===== src/sv/rama_pkg.sv =====
// Shared types and constants for the rack-aware machine allocator.
`default_nettype none
package rama_pkg;

  localparam int NUM_RACKS         = 4;
  localparam int MACHINES_PER_RACK = 16;
  localparam int MAX_GRANT         = 64;
  localparam int COUNT_W           = 7;
  localparam int ID_W              = 6;

  localparam logic KIND_RELEASE = 1'b1;
  localparam logic JOB_MPI      = 1'b0;

  typedef enum logic [2:0] {
    ST_GRANT    = 3'd0,
    ST_NOFREE   = 3'd1,
    ST_HARD     = 3'd2,
    ST_RELEASED = 3'd3,
    ST_BAD      = 3'd4
  } status_t;

  typedef enum logic [2:0] {
    S_IDLE,
    S_REL,
    S_CNT,
    S_CHK,
    S_GRD,
    S_GRT,
    S_EMIT,
    S_RESP
  } state_t;

  typedef struct packed {
    logic               kind;
    logic               job_type;
    logic [COUNT_W-1:0] count;
    logic [ID_W-1:0]    machine_id;
  } req_t;

  typedef struct packed {
    status_t         status;
    logic [ID_W-1:0] granted_machine;
    logic            preferred;
    logic            last;
  } rsp_t;

  typedef struct packed {
    logic set;
    logic clr;
  } map_op_t;

endpackage
`default_nettype wire


===== src/sv/rack_aware_machine_allocator.sv =====
// Top level of the rack-aware machine allocator: policy register, output register, core.
// Release: a rack sweep on one compare unit, ending at the hit rack or the last rack.
// Allocate: a count sweep, a check, then for a hard spread greedy sweeps, each with a
// grant step; then one grant per cycle while the output is not stalled, skipping empty racks.
// One transaction at a time; the input stalls until its last result is registered.
// Synchronous rst marks every machine free and sets soft_policy to 1; no clearing pass.
`default_nettype none
module rack_aware_machine_allocator #(
  parameter int NUM_RACKS         = rama_pkg::NUM_RACKS,
  parameter int MACHINES_PER_RACK = rama_pkg::MACHINES_PER_RACK,
  localparam int RW  = $clog2(NUM_RACKS),
  localparam int SW  = (MACHINES_PER_RACK > 1) ? $clog2(MACHINES_PER_RACK) : 1,
  localparam int FCW = $clog2(MACHINES_PER_RACK + 1)
) (
  input  wire logic           clk,
  input  wire logic           rst,
  input  wire logic           req_valid,
  output logic                req_stall,
  input  wire rama_pkg::req_t req,
  output logic                rsp_valid,
  input  wire logic           rsp_stall,
  output rama_pkg::rsp_t      rsp,
  input  wire logic           cfg_we,
  input  wire logic           cfg_data
);

  logic              soft_policy;
  logic              out_free;
  logic              rsp_load;
  rama_pkg::rsp_t    rsp_data;
  logic [RW-1:0]     map_rack;
  logic [SW-1:0]     map_slot;
  rama_pkg::map_op_t map_op;
  logic [FCW-1:0]    map_pop;
  logic [SW-1:0]     map_low;
  logic              map_any;

  assign out_free = !rsp_valid || !rsp_stall;

  always_ff @(posedge clk) begin
    if (rst) begin
      soft_policy <= 1'b1;
    end else if (cfg_we) begin
      soft_policy <= cfg_data;
    end
  end

  always_ff @(posedge clk) begin
    if (rst) begin
      rsp_valid <= 1'b0;
    end else if (rsp_load) begin
      rsp_valid <= 1'b1;
    end else if (!rsp_stall) begin
      rsp_valid <= 1'b0;
    end
  end

  always_ff @(posedge clk) begin
    if (rsp_load) begin
      rsp <= rsp_data;
    end
  end

  rama_seq #(
    .NUM_RACKS         (NUM_RACKS),
    .MACHINES_PER_RACK (MACHINES_PER_RACK)
  ) u_seq (
    .clk         (clk),
    .rst         (rst),
    .req_valid   (req_valid),
    .req_stall   (req_stall),
    .req         (req),
    .soft_policy (soft_policy),
    .out_free    (out_free),
    .rsp_load    (rsp_load),
    .rsp_data    (rsp_data),
    .map_rack    (map_rack),
    .map_slot    (map_slot),
    .map_op      (map_op),
    .map_pop     (map_pop),
    .map_low     (map_low),
    .map_any     (map_any)
  );

  rama_map #(
    .NUM_RACKS         (NUM_RACKS),
    .MACHINES_PER_RACK (MACHINES_PER_RACK)
  ) u_map (
    .clk  (clk),
    .rst  (rst),
    .rack (map_rack),
    .slot (map_slot),
    .op   (map_op),
    .pop  (map_pop),
    .low  (map_low),
    .any  (map_any)
  );

endmodule
`default_nettype wire


===== src/sv/rama_map.sv =====
// Free-machine map: one row per rack, with popcount and lowest-free-slot search on one row.
`default_nettype none
module rama_map #(
  parameter int NUM_RACKS         = rama_pkg::NUM_RACKS,
  parameter int MACHINES_PER_RACK = rama_pkg::MACHINES_PER_RACK,
  localparam int RW  = $clog2(NUM_RACKS),
  localparam int SW  = (MACHINES_PER_RACK > 1) ? $clog2(MACHINES_PER_RACK) : 1,
  localparam int FCW = $clog2(MACHINES_PER_RACK + 1)
) (
  input  wire logic             clk,
  input  wire logic             rst,
  input  wire logic [RW-1:0]    rack,
  input  wire logic [SW-1:0]    slot,
  input  wire rama_pkg::map_op_t op,
  output logic      [FCW-1:0]   pop,
  output logic      [SW-1:0]    low,
  output logic                  any
);

  logic [MACHINES_PER_RACK-1:0] row [NUM_RACKS];
  logic [MACHINES_PER_RACK-1:0] sel;

  assign sel = row[rack];
  assign any = |sel;

  always_comb begin
    pop = '0;
    low = '0;
    for (int i = 0; i < MACHINES_PER_RACK; i++) begin
      pop = pop + FCW'(sel[i]);
    end
    for (int i = MACHINES_PER_RACK - 1; i >= 0; i--) begin
      if (sel[i]) begin
        low = SW'(i);
      end
    end
  end

  always_ff @(posedge clk) begin
    if (rst) begin
      for (int i = 0; i < NUM_RACKS; i++) begin
        row[i] <= '1;
      end
    end else if (op.set) begin
      row[rack][slot] <= 1'b1;
    end else if (op.clr) begin
      row[rack][low] <= 1'b0;
    end
  end

endmodule
`default_nettype wire


===== src/sv/rama_seq.sv =====
// Sequencer: rack sweeps for release, count, fit search, greedy spread and grant emission.
`default_nettype none
module rama_seq #(
  parameter int NUM_RACKS         = rama_pkg::NUM_RACKS,
  parameter int MACHINES_PER_RACK = rama_pkg::MACHINES_PER_RACK,
  localparam int RW   = $clog2(NUM_RACKS),
  localparam int SW   = (MACHINES_PER_RACK > 1) ? $clog2(MACHINES_PER_RACK) : 1,
  localparam int FCW  = $clog2(MACHINES_PER_RACK + 1),
  localparam int TOTW = $clog2(NUM_RACKS * MACHINES_PER_RACK + 1),
  localparam int CMPW = (TOTW > rama_pkg::COUNT_W) ? TOTW : rama_pkg::COUNT_W,
  localparam int BW   = TOTW + 1
) (
  input  wire logic              clk,
  input  wire logic              rst,
  input  wire logic              req_valid,
  output logic                   req_stall,
  input  wire rama_pkg::req_t    req,
  input  wire logic              soft_policy,
  input  wire logic              out_free,
  output logic                   rsp_load,
  output rama_pkg::rsp_t         rsp_data,
  output logic      [RW-1:0]     map_rack,
  output logic      [SW-1:0]     map_slot,
  output rama_pkg::map_op_t      map_op,
  input  wire logic [FCW-1:0]    map_pop,
  input  wire logic [SW-1:0]     map_low,
  input  wire logic              map_any
);

  rama_pkg::state_t  state, state_next;
  rama_pkg::req_t    rq;
  rama_pkg::status_t rsp_st;
  logic [rama_pkg::ID_W-1:0]    rsp_id;
  logic [RW-1:0]                r;
  logic [TOTW-1:0]              base;
  logic [TOTW-1:0]              total;
  logic [FCW-1:0]               fc [NUM_RACKS];
  logic [FCW-1:0]               tk [NUM_RACKS];
  logic [RW-1:0]                best;
  logic [FCW-1:0]               bmin;
  logic                         best_vld;
  logic [RW-1:0]                idx;
  logic [FCW-1:0]               mn;
  logic                         idx_vld;
  logic [rama_pkg::COUNT_W-1:0] rem;
  logic [rama_pkg::COUNT_W-1:0] left;
  logic                         pref;

  logic [CMPW-1:0] cnt;
  logic [FCW-1:0]  fc_r, fc_idx, tk_r, take_t;
  logic            rack_last;
  logic [BW-1:0]   id_c, base_c, lim;
  logic            rel_hit;
  logic [SW-1:0]   rel_slot;
  logic            mpi_better, grd_better, left_one;

  assign cnt        = CMPW'(rq.count);
  assign fc_r       = fc[r];
  assign fc_idx     = fc[idx];
  assign tk_r       = tk[r];
  assign rack_last  = (r == RW'(NUM_RACKS - 1));
  assign id_c       = BW'(rq.machine_id);
  assign base_c     = BW'(base);
  assign lim        = base_c + BW'(MACHINES_PER_RACK);
  assign rel_hit    = (id_c < lim);
  assign rel_slot   = SW'(id_c - base_c);
  assign mpi_better = (rq.job_type == rama_pkg::JOB_MPI) && (r != '0) &&
                      (CMPW'(map_pop) >= cnt) && (!best_vld || map_pop < bmin);
  assign grd_better = (fc_r != '0) && (!idx_vld || fc_r <= mn);
  assign take_t     = (CMPW'(fc_idx) <= CMPW'(rem)) ? fc_idx : FCW'(rem);
  assign left_one   = (left == rama_pkg::COUNT_W'(1));

  always_ff @(posedge clk) begin
    if (rst) begin
      state <= rama_pkg::S_IDLE;
    end else begin
      state <= state_next;
    end
  end

  always_comb begin
    state_next = state;
    req_stall  = 1'b1;
    rsp_load   = 1'b0;
    rsp_data   = '{status: rsp_st, granted_machine: rsp_id, preferred: 1'b0, last: 1'b1};
    map_rack   = r;
    map_slot   = rel_slot;
    map_op     = '0;
    case (state)
      rama_pkg::S_IDLE: begin
        req_stall = 1'b0;
        if (req_valid) begin
          if (req.kind == rama_pkg::KIND_RELEASE) begin
            state_next = rama_pkg::S_REL;
          end else if (req.count == '0 ||
                       req.count > rama_pkg::COUNT_W'(rama_pkg::MAX_GRANT)) begin
            state_next = rama_pkg::S_RESP;
          end else begin
            state_next = rama_pkg::S_CNT;
          end
        end
      end
      rama_pkg::S_REL: begin
        if (rel_hit) begin
          map_op.set = 1'b1;
          state_next = rama_pkg::S_RESP;
        end else if (rack_last) begin
          state_next = rama_pkg::S_RESP;
        end
      end
      rama_pkg::S_CNT: begin
        if (rack_last) begin
          state_next = rama_pkg::S_CHK;
        end
      end
      rama_pkg::S_CHK: begin
        if (cnt > CMPW'(total)) begin
          state_next = rama_pkg::S_RESP;
        end else if (best_vld || CMPW'(fc[0]) >= cnt) begin
          state_next = rama_pkg::S_EMIT;
        end else if (!soft_policy) begin
          state_next = rama_pkg::S_RESP;
        end else begin
          state_next = rama_pkg::S_GRD;
        end
      end
      rama_pkg::S_GRD: begin
        if (rack_last) begin
          state_next = rama_pkg::S_GRT;
        end
      end
      rama_pkg::S_GRT: begin
        if (CMPW'(rem) == CMPW'(take_t)) begin
          state_next = rama_pkg::S_EMIT;
        end else begin
          state_next = rama_pkg::S_GRD;
        end
      end
      rama_pkg::S_EMIT: begin
        if (tk_r != '0 && out_free) begin
          rsp_load   = 1'b1;
          rsp_data   = '{status: rama_pkg::ST_GRANT,
                         granted_machine: rama_pkg::ID_W'(base + TOTW'(map_low)),
                         preferred: pref, last: left_one};
          map_op.clr = 1'b1;
          if (left_one) begin
            state_next = rama_pkg::S_IDLE;
          end
        end
      end
      rama_pkg::S_RESP: begin
        if (out_free) begin
          rsp_load   = 1'b1;
          state_next = rama_pkg::S_IDLE;
        end
      end
      default: begin
        state_next = rama_pkg::S_IDLE;
      end
    endcase
  end

  always_ff @(posedge clk) begin
    case (state)
      rama_pkg::S_IDLE: begin
        if (req_valid) begin
          rq       <= req;
          r        <= '0;
          base     <= '0;
          total    <= '0;
          best_vld <= 1'b0;
          idx_vld  <= 1'b0;
          rsp_st   <= rama_pkg::ST_BAD;
          rsp_id   <= '0;
          for (int i = 0; i < NUM_RACKS; i++) begin
            tk[i] <= '0;
          end
        end
      end
      rama_pkg::S_REL: begin
        if (rel_hit) begin
          rsp_st <= rama_pkg::ST_RELEASED;
          rsp_id <= rq.machine_id;
        end else if (!rack_last) begin
          r    <= RW'(r + 1'b1);
          base <= TOTW'(lim);
        end
      end
      rama_pkg::S_CNT: begin
        fc[r] <= map_pop;
        total <= total + TOTW'(map_pop);
        if (mpi_better) begin
          best     <= r;
          bmin     <= map_pop;
          best_vld <= 1'b1;
        end
        r <= rack_last ? '0 : RW'(r + 1'b1);
      end
      rama_pkg::S_CHK: begin
        left <= rq.count;
        base <= '0;
        r    <= '0;
        if (cnt > CMPW'(total)) begin
          rsp_st <= rama_pkg::ST_NOFREE;
        end else if (best_vld) begin
          tk[best] <= FCW'(rq.count);
          pref     <= 1'b1;
        end else if (CMPW'(fc[0]) >= cnt) begin
          tk[0] <= FCW'(rq.count);
          pref  <= 1'b1;
        end else begin
          pref    <= 1'b0;
          rsp_st  <= rama_pkg::ST_HARD;
          rem     <= rq.count;
          idx_vld <= 1'b0;
        end
      end
      rama_pkg::S_GRD: begin
        if (grd_better) begin
          idx     <= r;
          mn      <= fc_r;
          idx_vld <= 1'b1;
        end
        r <= rack_last ? '0 : RW'(r + 1'b1);
      end
      rama_pkg::S_GRT: begin
        tk[idx] <= take_t;
        fc[idx] <= '0;
        rem     <= rem - rama_pkg::COUNT_W'(take_t);
        idx_vld <= 1'b0;
      end
      rama_pkg::S_EMIT: begin
        if (tk_r == '0) begin
          r    <= RW'(r + 1'b1);
          base <= base + TOTW'(MACHINES_PER_RACK);
        end else if (out_free) begin
          tk[r] <= tk_r - 1'b1;
          left  <= left - 1'b1;
        end
      end
      default: begin
      end
    endcase
  end

  a_load_free: assert property (@(posedge clk) disable iff (rst)
    rsp_load |-> out_free)
    else $error("result loaded while output register busy");

  a_grant_free_slot: assert property (@(posedge clk) disable iff (rst)
    (state == rama_pkg::S_EMIT && rsp_load) |-> map_any)
    else $error("grant from a rack with no free slot");

  a_accept_leaves_idle: assert property (@(posedge clk) disable iff (rst)
    (req_valid && !req_stall) |=> state != rama_pkg::S_IDLE)
    else $error("accepted transaction did not start");

  a_last_returns_idle: assert property (@(posedge clk) disable iff (rst)
    (rsp_load && rsp_data.last) |=> state == rama_pkg::S_IDLE)
    else $error("work continued after last result");

  a_emit_left: assert property (@(posedge clk) disable iff (rst)
    (state == rama_pkg::S_EMIT) |-> left != '0)
    else $error("emission with no grants left");

endmodule
`default_nettype wire

===== config.mk =====
export PLATFORM = sky130hd
export DESIGN_NAME = rack_aware_machine_allocator
export DESIGN_NICKNAME = d
export VERILOG_FILES = /design/src/sv/rama_pkg.sv /design/src/sv/rack_aware_machine_allocator.sv /design/src/sv/rama_map.sv /design/src/sv/rama_seq.sv
export SDC_FILE = /design/constraint.sdc
export NUM_CORES = 1
export LEC_CHECK = 0
export BUFFER_PORTS_ARGS = -buffer_cell sky130_fd_sc_hd__buf_2
export CORE_MARGIN = 4
export CORE_UTILIZATION = 45
export DETAILED_ROUTE_END_ITERATION = 12
export GPL_TIMING_DRIVEN = 0
export HOLD_SLACK_MARGIN = 0.06
export PLACE_DENSITY = 0.59
export SYNTH_ARGS = -nofsm -noshare
export SYNTH_HDL_FRONTEND = slang
export SYNTH_HIERARCHICAL = 1
export SYNTH_SLANG_ARGS = --single-unit

===== constraint.sdc =====
create_clock -name clk -period 9.5 [get_ports clk]
set_input_delay 0 -clock clk [delete_from_list [all_inputs] [get_ports clk]]
set_output_delay 0 -clock clk [all_outputs]
set_load 0.005 [all_outputs]

---- Word-level counts from Yosys, hierarchy flattened ----
Memories as Yosys holds them, arrays and structs flattened. A register that Yosys moved wholly into a read port is not among the register bits.
Cells that the tools add are included.
word-level totals
  input port bits ......................... 21
  register bits ........................... 86
  output and inout bits ................... 13
  logic and storage cells ................. 311
  memory bits (writable) .................. 104
  memories ................................ 3
memory list
  memory     words  width  rd ports  clocked after Yosys merged registers in  write ports  line            source
  u_map.row  4      16     1         1                                        4            rama_map.sv:20  logic [MACHINES_PER_RACK-1:0] row [NUM_RACKS];
  u_seq.fc   4      5      3         2                                        1            rama_seq.sv:37  logic [FCW-1:0] fc [NUM_RACKS];
  u_seq.tk   4      5      1         1                                        4            rama_seq.sv:38  logic [FCW-1:0] tk [NUM_RACKS];
operators by class
  bitwise operators ....................... 19
  eq/ne operators ......................... 31
  magnitude comparators ................... 12
  muxes and demuxes ....................... 147
  add/sub/neg operators ................... 24
  reductions and logical operators ........ 51
operators with widths
  operator                                                                  count
  5-bit by 1-bit adder with 5-bit output                                    14
  16-bit two-way mux                                                        4
  4-bit two-way mux                                                         16
  7-bit two-way mux                                                         9
  1-bit two-way mux                                                         62
  3-bit two-way mux                                                         17
  7-bit one-hot mux with 2 select lines                                     3
  2-bit two-way mux                                                         16
  5-bit two-way mux                                                         6
  7-bit one-hot mux with 4 select lines                                     1
  3-bit one-hot mux with 8 select lines                                     1
  11-bit two-way mux                                                        2
  2-bit by 1-bit inequality test with 1-bit output (second input constant)  11
  5-bit OR reduction                                                        4
  1-bit OR                                                                  17
  16-bit OR reduction                                                       1
  5-bit AND reduction                                                       3
  5-bit nonzero test                                                        3
  5-bit by 7-bit greater-or-equal comparator with 1-bit output              2
  2-bit inequality test (second input constant)                             7
  3-bit == test (second input constant)                                     4
  6-bit two-way mux                                                         2
  6-bit one-hot mux with 2 select lines                                     1
  2-bit AND reduction                                                       6
  46 further kinds                                                          72

---- Longest topological paths before layout ----
Gate-level depths: netlist (run 1).
  depth after elaboration ................. 24
  mapped depth ............................ 20
  mapped depth without buffers ............ 20

---- Cells and area by module ----
Netlist (run 1), hierarchy kept.
by module, submodules not included
  module                        seq. area each (um^2)  area each (um^2)  cells each  instances
  rama_seq                      3,323.2                6,577.6           606         1
  rama_map                      1,921.8                4,031.4           392         1
  rack_aware_machine_allocator  370.4                  397.9             18          1

---- Worst setup path after synthesis (run 1) ----
No wires, ideal clock.
  kind .................................... flip-flop to flip-flop
  start ................................... register u_seq.r[0] (netlist: u_seq/map_rack[0])
  end ..................................... register u_seq.best_vld (enable)
  setup time .............................. 0.295 ns
  period minus slack after synthesis ...... 7.260 ns
  buffers on the path ..................... 2
  stages on the path, launching flop included .. 19
  arrival time ............................ 6.965 ns
  required time ........................... 9.205 ns
  slack ................................... 2.240 ns
  cells stage by stage .................... edfxtp_1 -> buf_6 -> buf_6 -> mux4_2 -> fa_1 -> fa_1 -> inv_1 -> fa_1 -> fa_1 -> inv_1 -> fa_1 -> fa_1 -> ha_1 -> a21o_1 -> a21o_1 -> a21o_1 -> a21o_1 -> a2111oi_0 -> or2_2
between the ends
  cells in the longest elaborated chain, start to end .. 6
ends and longest elaborated chain
  what                                                               line             source
  start: declaration                                                 rama_seq.sv:34   logic [RW-1:0] r;
  start signal: assignment                                           rama_seq.sv:185  r <= RW'(r + 1'b1);
  start signal: assignment                                           rama_seq.sv:197  r <= rack_last ? '0 : RW'(r + 1'b1);
  start signal: assignment                                           rama_seq.sv:224  r <= rack_last ? '0 : RW'(r + 1'b1);
  2-bit nonzero test                                                 rama_seq.sv:67   assign mpi_better = (rq.job_type == rama_pkg::JOB_MPI) && (r != '0) &&
  1-bit logical AND (2 in a row)                                     rama_seq.sv:67
  1-bit logical AND                                                  rama_seq.sv:68   (CMPW'(map_pop) >= cnt) && (!best_vld || map_pop < bmin);
  2-bit by 1-bit inequality test with 1-bit output (no source line)  --
  3-bit AND reduction (no source line)                               --
  end signal: assignment                                             rama_seq.sv:171  best_vld <= 1'b0;
  end signal: assignment                                             rama_seq.sv:195  best_vld <= 1'b1;
  end: declaration                                                   rama_seq.sv:41   logic best_vld;
Every way passes these cells.
A chain may end at the register's enable or synchronous reset.

---- Worst setup path in the final report (run 1) ----
  start ................................... register u_seq.r[0] (netlist: u_seq/map_rack[0])
  end ..................................... register u_seq.bmin[1] (enable)
between the ends
  cells in the longest elaborated chain, start to end .. 5
ends and longest elaborated chain
  what                                  line             source
  2-bit nonzero test                    rama_seq.sv:67
  1-bit logical AND (2 in a row)        rama_seq.sv:67
  1-bit logical AND                     rama_seq.sv:68
  2-bit AND reduction (no source line)  --
  end signal: assignment                rama_seq.sv:194  bmin <= map_pop;
  end: declaration                      rama_seq.sv:40   logic [FCW-1:0] bmin;
Every way passes these cells.

==> results.yml, run 1 <==
run_status:
  status: "complete, no violations"
timing:
  finalHoldViolCount: 0
  drv_slew: 0
  tns_ps: 0
  finClkSkew_ps: 23.1
  fmax_ghz: 0.136
  period_share: 0.773
  rsz0062_at_grt: "false"
  setup_viol: 0
  period_minus_slack_ps: 7350
  max-slew-margin-rel: 0.149
  tightest_slew_ps: 1270
drt:
  wl_met2_mm: 12.5
  via_per_inst: 5.74
  num_vias: 8158
  postRouteAntennaNets: 0
  wl_per_cell_um: 19.9
  drc: 0
  wl_met3_mm: 2.10
  first_pass_iters: 5
  top_layer_used: "met4"
  drt_iter0_drc: 876
  m1WireLength_mm: 13.0
  drt-total-wl_mm: 28.2
power:
  ir_worst_vdd_mv: 0.128
  p_seq_frac: 0.385
  power_density_nw_per_um2: 256
  p_switching_mw: 1.21
  sw_frac_of_total: 0.381
  p_comb_frac: 0.378
  leakagePower_nw: 4.49
  p_int_mw: 1.97
  pwr-share-clk: 0.237
critical_path:
  critical_path.endpoint_type: "flip-flop"
  critPathKind: "reg2reg"
  r2r_setup_slack_ps: 2150
  cp-start-kind: "flip-flop"
  worst_ep_required_time_ps: 9640
  cp_data_arrival_time_ps: 7490
  critPathMaxFanout: 13
  reg2reg_depth: 18
logic_synthesis:
  synth_nets: 1100
  syn_area_per_cell_um2: 10.8
  yosysWarnings: 6
  syn_inst: 1014
  synth_area_um2: 11000
global_route:
  grt_pass1_wl_mm: 44.4
  track_usage: 0.217
  grt_remaining_overflow: 0
  grt_max_degree: 20
  grt_pass1_vias: 7917
  antenna_found_initial: 0
die:
  floorplan.die_area_um2: 27000
  coreArea_um2: 23800
  die_w_um: 164
  io_pins: 34
  start_util: 0.463
  rows: 56
  die_height_um: 164
clock_tree:
  postCtsSetupRepairBufs: 0
  ctsHoldBuffers: 21
  clockRootBuffer: "clkbuf_16"
  clk_transition_reported_paths_ps: 80
  htree_levels: 4
  clk-insertion-delay-late_ps: 450
  clock_sink_count: 190
  cts_buffers: 17
  clk_path_buf_depth: 2
  cts_tree: "built"
  cts-resized-gates: 0
flow_run:
  maxCapViolCount: 0
layout:
  fillCellCount: 2119
  fin_nets: 1175
  layout.area.seq_um2: 5620
  area_growth_pct: 13.0
  diodes: 0
  multi_input_area_um2: 4860
  drive_gt1_frac: 0.126
  fin_util: 0.523
place:
  port-buffer-count: 33
  dp.final_hpwl_mm: 20.5
  gp_congestion: 0.900
hold_path:
  hold_path_class: "in2reg"
  min_path_cells: 2
registers in the layout, summed over array words and instances (netlist names), 6 cells and up, named ones only:
name          count
u_map/row        64
u_seq/fc         20
u_seq/tk         20
rsp              11
u_seq/cnt         7
u_seq/left        7
u_seq/rem         7
u_seq/total       7
u_seq/id_c        6
u_seq/rsp_id      6
critical path, stage by stage (launching register included):
cell and delay (ps):
edfxtp_1 860, buf_6 300, buf_6 200, mux4_2 610, fa_1 510, fa_1 490, inv_1 50, fa_1 470
fa_1 490, inv_1 50, fa_1 400, fa_1 420, xor2_1 410, ha_1 310, a21o_1 160, a21o_1 180
a21o_1 200, a2111oi_2 650, buf_4 270
power by group through the flow:
| stage | logic [mW] | registers [mW] | clock network, mW |
|---|---|---|---|
| 6_report | 1.20 | 1.23 | 0.754 |
| 5_1_grt | 1.32 | 1.24 | 0.808 |
| 4_1_cts | 1.19 | 1.23 | 0.772 |
| 3_5_place_dp | 1.17 | 1.24 | 0 |
| 3_3_place_gp | 1.17 | 1.24 | 0 |
| 2_1_floorplan | 0.849 | 1.20 | 0 |
cells in the final DEF (no fill, tap or decap), drive strengths merged, types with 3 or more instances in the layout:
| cell type | n |
|---|---|
| edfxtp | 181 |
| dfxtp | 9 |
| nand3 | 29 |
| nor3 | 25 |
| o21a | 11 |
| dlygate4sd3 | 21 |
| nor2 | 145 |
| nor2b | 14 |
| ha | 53 |
| a31oi | 7 |
| or4 | 7 |
| clkinv | 5 |
| o21ai | 38 |
| nand2b | 13 |
| mux2 | 4 |
| and2 | 14 |
| xnor2 | 13 |
| or2 | 5 |
| a211oi | 9 |
| clkbuf | 50 |
| mux4 | 30 |
| fa | 12 |
| nor4 | 5 |
| and3 | 15 |
| xor2 | 7 |
| inv | 88 |
| o22ai | 8 |
| a31o | 3 |
| a21o | 18 |
| a2111oi | 3 |
| a22oi | 3 |
| mux2i | 8 |
| nand4 | 3 |
| or3 | 5 |
| a21oi | 47 |
| nand2 | 111 |
| buf | 50 |
routing by layer:
metal	up-vias	track usage
li1	3807	-
met4	0	0.0663
met3	43	0.0467
met5	-	0
met1	3994	0.317
met2	314	0.324
through the flow:
| step | setup WS [ps] | instance area [um^2] | cells | hold WS (ps) | power [mW] |
|---|---|---|---|---|---|
| after floorplan | 2240 | 11000 | 1014 | 69.1 | 2.05 |
| after global placement | 474 | 11600 | 1366 | 177 | 2.41 |
| after detailed placement | 2240 | 11600 | 1368 | 180 | 2.42 |
| after CTS | 2190 | 12400 | 1421 | 247 | 3.19 |
| after global routing | 1900 | 12400 | 1421 | 279 | 3.38 |
| final | 2150 | 12400 | 1421 | 264 | 3.18 |
worst paths after layout:
check | end | start
setup / recovery | u_seq/bmin[1] | u_seq/map_rack[0]
hold / removal | u_seq/id_c[5] | req[5]
setup reg to reg | u_seq/bmin[1] | u_seq/map_rack[0]
hold reg to reg | rsp[5] | u_seq/rsp_id[3]
layout make-up:
class | instances | area share
Buffer | 47 | 0.0177
Clock buffer | 18 | 0.0346
Multi-Input combinational cell | 696 | 0.392
Timing Repair Buffer | 56 | 0.0314
Tap cell | 319 | 0.0322
Sequential cell | 190 | 0.452
Inverter | 81 | 0.0245
Clock inverter | 14 | 0.0155
(Power assumes the default switching activity.)
==> inputs of run 2 (changes only) <==
==> constraint.sdc (replaced) <==
create_clock -name clk -period 7.1 [get_ports clk]
set_input_delay 0 -clock clk [delete_from_list [all_inputs] [get_ports clk]]
set_output_delay 0 -clock clk [all_outputs]
set_load 0.005 [all_outputs]
==> run 2 against run 1 <==
Against the previous run: power increased by 33%; first-iteration DRC count is 3.4% higher; sequential power rose by 32%; combinational power increased by 38%; utilization about the same; final cell count is 0.14% higher; critical endpoint is now u_seq/bmin[0]; largest cell class unchanged; largest power group is now combinational logic.
==> results.yml, run 2 (synthesized netlist as in run 1, its figures left out) <==
power:
  p_comb_frac: 0.393
  p_switching_mw: 1.65
  leakagePower_nw: 4.47
  p_int_mw: 2.57
  finalPower_mw: 4.23
  pwr-share-clk: 0.224
  power_density_nw_per_um2: 341
  ir_worst_vdd_mv: 0.156
  sw_frac_of_total: 0.392
  p_seq_frac: 0.383
die:
  io_pins: 34
  floorplan.die_area_um2: 27000
  rows: 56
  coreArea_um2: 23800
  start_util: 0.463
  die_height_um: 164
  die_w_um: 164
timing:
  fmax_ghz: 0.149
  setup_viol: 0
  finalHoldViolCount: 0
  fin_ws_ps: 372
  period_minus_slack_ps: 6730
  rsz0062_at_grt: "false"
  tns_ps: 0
  tightest_slew_ps: 1220
  finClkSkew_ps: 26.3
  drv_slew: 0
  max-slew-margin-rel: 0.180
  period_share: 0.948
place:
  dpl.cell_count: 1368
  dp.final_hpwl_mm: 20.5
  port-buffer-count: 33
  gp_congestion: 0.912
  post-place-ws_ps: -162
drt:
  wl_per_cell_um: 20.2
  drt-total-wl_mm: 28.8
  num_vias: 8211
  via_per_inst: 5.77
  first_pass_iters: 8
  drc: 0
  drt_iter0_drc: 906
  postRouteAntennaNets: 0
critical_path:
  critical_path.endpoint_type: "flip-flop"
  critical_path.max_stage_delay_ps: 650
  cp_data_arrival_time_ps: 6870
  worstPathBufferInverterCount: 5
  cp-start-kind: "flip-flop"
  critical_path.top_delay_family: "adder cells"
  critPathMaxFanout: 10
  worst_ep_required_time_ps: 7250
  path_cells: "buf_2, buf_2, mux4_2, fa_1, fa_1, inv_1, fa_1, fa_1, inv_1, fa_1, fa_1, ha_1, a21o_1, a21o_1, a21o_1, a21o_1, a2111oi_4, buf_4"
  critPathKind: "reg2reg"
  cp_slowest_cell: "fa_1"
  crit_top_cell: "fa_1"
layout:
  largest_reg_flops: 64
  area_growth_pct: 12.9
  diodes: 0
  fin_util: 0.522
  drive_gt1_frac: 0.130
  fin_cells: 1423
  final_cell_mix: "edfxtp_1, nor2_1, nand2_1"
  reg.largest.list: "u_map/row x64, u_seq/fc x20, u_seq/tk x20"
  top_register: "u_map/row"
  final_common_cell: "edfxtp_1"
  fin_nets: 1177
  fillCellCount: 2124
clock_tree:
  clk_path_buf_depth: 2
  cts_buffers: 17
  clock_sink_count: 190
  cts_tree: "built"
  clk-insertion-delay-late_ps: 460
  htree_levels: 4
  clockRootBuffer: "clkbuf_16"
  clk_transition_reported_paths_ps: 80
global_route:
  busiest_layer: "met2"
  grt_remaining_overflow: 0
  grt_pass1_wl_mm: 45.0
  grt_max_degree: 21
  use_met1: 0.327
  use_met2: 0.331
  grt_use_met3: 0.0439
  antenna_found_initial: 0
  track_usage: 0.221
  grt_pass1_vias: 7799
run_status:
  status: "complete, no violations"
flow_run:
  maxCapViolCount: 0
hold_path:
  hold_path_class: "in2reg"
run 2: changes by cell type in the layout (fill, tap and decap cells not counted), sizes merged:
cell	change
buf	+3
clkinvlp	+3
bufinv	-2
inv	-2
clkinv	+1
dlygate4sd3	-1
run 2: layout make-up:
class	instances	area (um^2)	share of cell area
tap	319	399	0.0322
sequential	190	5620	0.453
clock buffer	18	429	0.0346
clock inverter	14	154	0.0124
timing repair buffer	58	403	0.0325
multi-input combinational	696	4880	0.394
inverter	81	304	0.0245
buffer	47	220	0.0177
run 2: per-layer routing:
| layer | part of all wire | up-vias | wire length, um |
|---|---|---|---|
| met5 | 0 | - | 0 |
| met4 | 0.022 | 0 | 635 |
| met3 | 0.070 | 42 | 2020 |
| met2 | 0.45 | 336 | 13000 |
| met1 | 0.46 | 4020 | 13100 |
| li1 | - | 3813 | - |
run 2: worst paths after layout:
| check | endpoint | slack, ps | start | depth (start not counted) |
|---|---|---|---|---|
| setup / recovery | u_seq/bmin[0] | 370 | u_seq/map_rack[1] | 18 |
| hold / removal | u_seq/id_c[4] | 260 | req[4] | 2 |
| setup reg to reg | u_seq/bmin[0] | 370 | u_seq/map_rack[1] | 18 |
| hold reg to reg | rsp[4] | 530 | u_seq/rsp_id[2] | 2 |
run 2: repair_timing:
item	CTS	global route
pin swaps	0	0
setup endpoints to repair	8	6
resized for setup	0	2
setup buffers	3	0
hold buffers	20	0
endpoints found under the hold margin	19	0
run 2: power by group through the flow:
| stage | Combinational, mW | Sequential, mW | Clock [mW] |
|---|---|---|---|
| after global placement | 1.56 | 1.66 | 0 |
| after global routing | 1.83 | 1.64 | 1.01 |
| final | 1.66 | 1.62 | 0.946 |
| after CTS | 1.64 | 1.62 | 0.968 |
| after detailed placement | 1.57 | 1.66 | 0 |
| after floorplan | 1.14 | 1.61 | 0 |
run 2: per-stage QoR:
stage               hold slack [ps]  cell area (um^2)
CTS                             241             12400
global route                    271             12400
detailed placement              178             11600
finish                          264             12400
global placement                178             11600
floorplan                      69.1             11000
==> inputs of run 3 (changes only) <==
--- a/config.mk
+++ b/config.mk
@@ -11,7 +11,8 @@
 export DETAILED_ROUTE_END_ITERATION = 12
 export GPL_TIMING_DRIVEN = 0
 export HOLD_SLACK_MARGIN = 0.06
-export PLACE_DENSITY = 0.59
+export PLACE_DENSITY = 0.61
+export SLEW_MARGIN = 15
 export SYNTH_ARGS = -nofsm -noshare
 export SYNTH_HDL_FRONTEND = slang
 export SYNTH_HIERARCHICAL = 1
==> constraint.sdc (replaced) <==
create_clock -name clk -period 5.81 [get_ports clk]
set_input_delay 0 -clock clk [delete_from_list [all_inputs] [get_ports clk]]
set_output_delay 0 -clock clk [all_outputs]
set_load 0.005 [all_outputs]
==> run 3 against run 2 <==
Against the previous run: the flow now finishes with violations (setup timing); final cell count rose by 1.8%; clock skew fell by 9.4 ps; utilization rose by 1.4 points; clock power rose by 25%.
==> results.yml, run 3 (synthesized netlist as in run 1, its figures left out) <==
layout:
  final_cell_mix: "edfxtp_1, nor2_1, nand2_1"
  final_common_cell: "edfxtp_1"
  area_growth_pct: 15.9
  fin_cells: 1448
  top_register: "u_map/row"
  multi_input_area_um2: 4950
  reg.largest.list: "u_map/row x64, u_seq/fc x20, u_seq/tk x20"
  fin_util: 0.536
  layout.area.seq_um2: 5620
  fillCellCount: 2094
  largest_reg_flops: 64
  diodes: 0
  fin_nets: 1202
  drive_gt1_frac: 0.159
timing:
  finalHoldViolCount: 0
  drv_slew: 0
  fin_ws_ps: -231
  rsz0062_at_grt: "true"
  period_share: 1.04
  tightest_slew_ps: 1150
  fmax_ghz: 0.166
  period_minus_slack_ps: 6040
  setup_viol: 11
  tns_ps: -1810
  finClkSkew_ps: 16.9
  max-slew-margin-rel: 0.228
drt:
  drt_iter0_drc: 744
  via_per_inst: 5.65
  drc: 0
  wl_per_cell_um: 19.7
  drt-total-wl_mm: 28.5
  first_pass_iters: 6
  num_vias: 8183
  postRouteAntennaNets: 0
power:
  finalPower_mw: 5.29
  leakagePower_nw: 4.64
  ir_worst_vdd_mv: 0.213
  power_density_nw_per_um2: 415
die:
  io_pins: 34
  die_height_um: 164
  start_util: 0.463
  floorplan.die_area_um2: 27000
  rows: 56
  die_w_um: 164
  coreArea_um2: 23800
clock_tree:
  clk-insertion-delay-late_ps: 440
  clockRootBuffer: "clkbuf_16"
  clk_transition_reported_paths_ps: 80
  clock_sink_count: 190
  clk_path_buf_depth: 2
  cts_buffers: 17
  htree_levels: 4
  cts_tree: "built"
run_status:
  status: "finished, violations left"
  violations: "setup timing"
flow_run:
  maxCapViolCount: 0
critical_path:
  cp_data_arrival_time_ps: 6190
  r2r-end: "u_seq/bmin[4]"
  crit_start: "u_seq/map_rack[1]"
  critPathMaxFanout: 10
  critPathKind: "reg2reg"
  reg2reg_depth: 19
  cp-start-kind: "flip-flop"
  r2r_setup_slack_ps: -230
  critical_path.endpoint_type: "flip-flop"
  worst_ep_required_time_ps: 5960
  r2r-start: "u_seq/map_rack[1]"
  cp-endpoint: "u_seq/bmin[4]"
place:
  port-buffer-count: 33
  gp_congestion: 0.916
  post-place-ws_ps: -1260
  dp.final_hpwl_mm: 20.3
  dpl.cell_count: 1367
global_route:
  grt_remaining_overflow: 0
  antenna_found_initial: 0
  grt_pass1_wl_mm: 44.5
  track_usage: 0.218
  grt_pass1_vias: 7946
  grt_max_degree: 21
hold_path:
  hold_path_class: "in2reg"
## run 3: cell types whose count changed in the layout (fill, tap and decap cells not counted), moves of 3 or more
cell and change:
fa_1 -3, buf_12 +3, inv_6 +4, buf_4 +20
clkinvlp_4 -3, fa_2 +3
## run 3: metal layers
layer / track usage / part of all wire
met2: 0.343 / 0.46
met1: 0.313 / 0.45
met4: 0.0618 / 0.020
met5: 0 / 0
met3: 0.0371 / 0.073
## run 3: power by group
part,total (mW),switching (mW),internal (mW)
clock,1.18,0.587,0.593
combinational,2.14,1.32,0.818
sequential,1.97,0.128,1.84
## run 3: critical path, cell delays in order, from the launching register on
cell and delay (ps):
edfxtp_1 470, buf_4 260, mux2i_1 230, mux2_2 270, inv_2 60, fa_1 470
fa_1 540, inv_1 50, fa_1 450, fa_1 510, inv_2 40, fa_2 370
fa_2 570, ha_4 200, a21o_1 140, a21o_1 160, a21o_1 180, a21o_1 190
a2111oi_4 350, buf_4 220
## run 3: cell type report
class | count | area share
multi-input combinational | 696 | 0.389
timing repair buffer | 83 | 0.0482
buffer | 47 | 0.0194
clock buffer | 18 | 0.0345
clock inverter | 14 | 0.0129
sequential | 190 | 0.441
inverter | 81 | 0.0239
tap | 319 | 0.0313
## run 3: repair_timing
item / CTS / global route
resized for setup: 15 / 6
hold buffers: 21 / 0
pin swaps: 4 / 9
endpoints found under the hold margin: 19 / 0
setup buffers: 22 / 6
setup endpoints to repair: 14 / 12
## run 3: how the worst min path moves through the flow
stage	endpoint	slack (ps)	cells past startpoint	from
2_1_floorplan	u_seq/state[0]	70	1	rst
3_3_place_gp	u_seq/id_c[5]	180	1	req[5]
3_5_place_dp	u_seq/id_c[3]	180	1	req[3]
4_1_cts	u_seq/state[1]	240	7	req_valid
5_1_grt	u_seq/id_c[3]	260	2	req[3]
6_report	u_seq/id_c[4]	270	2	req[4]
## run 3: metrics by stage
| stage | area, um^2 | hold WS [ps] |
|---|---|---|
| global route | 12700 | 265 |
| CTS | 12700 | 239 |
| finish | 12700 | 270 |
| floorplan | 11000 | 69.1 |
| global placement | 11600 | 178 |
| detailed placement | 11600 | 178 |
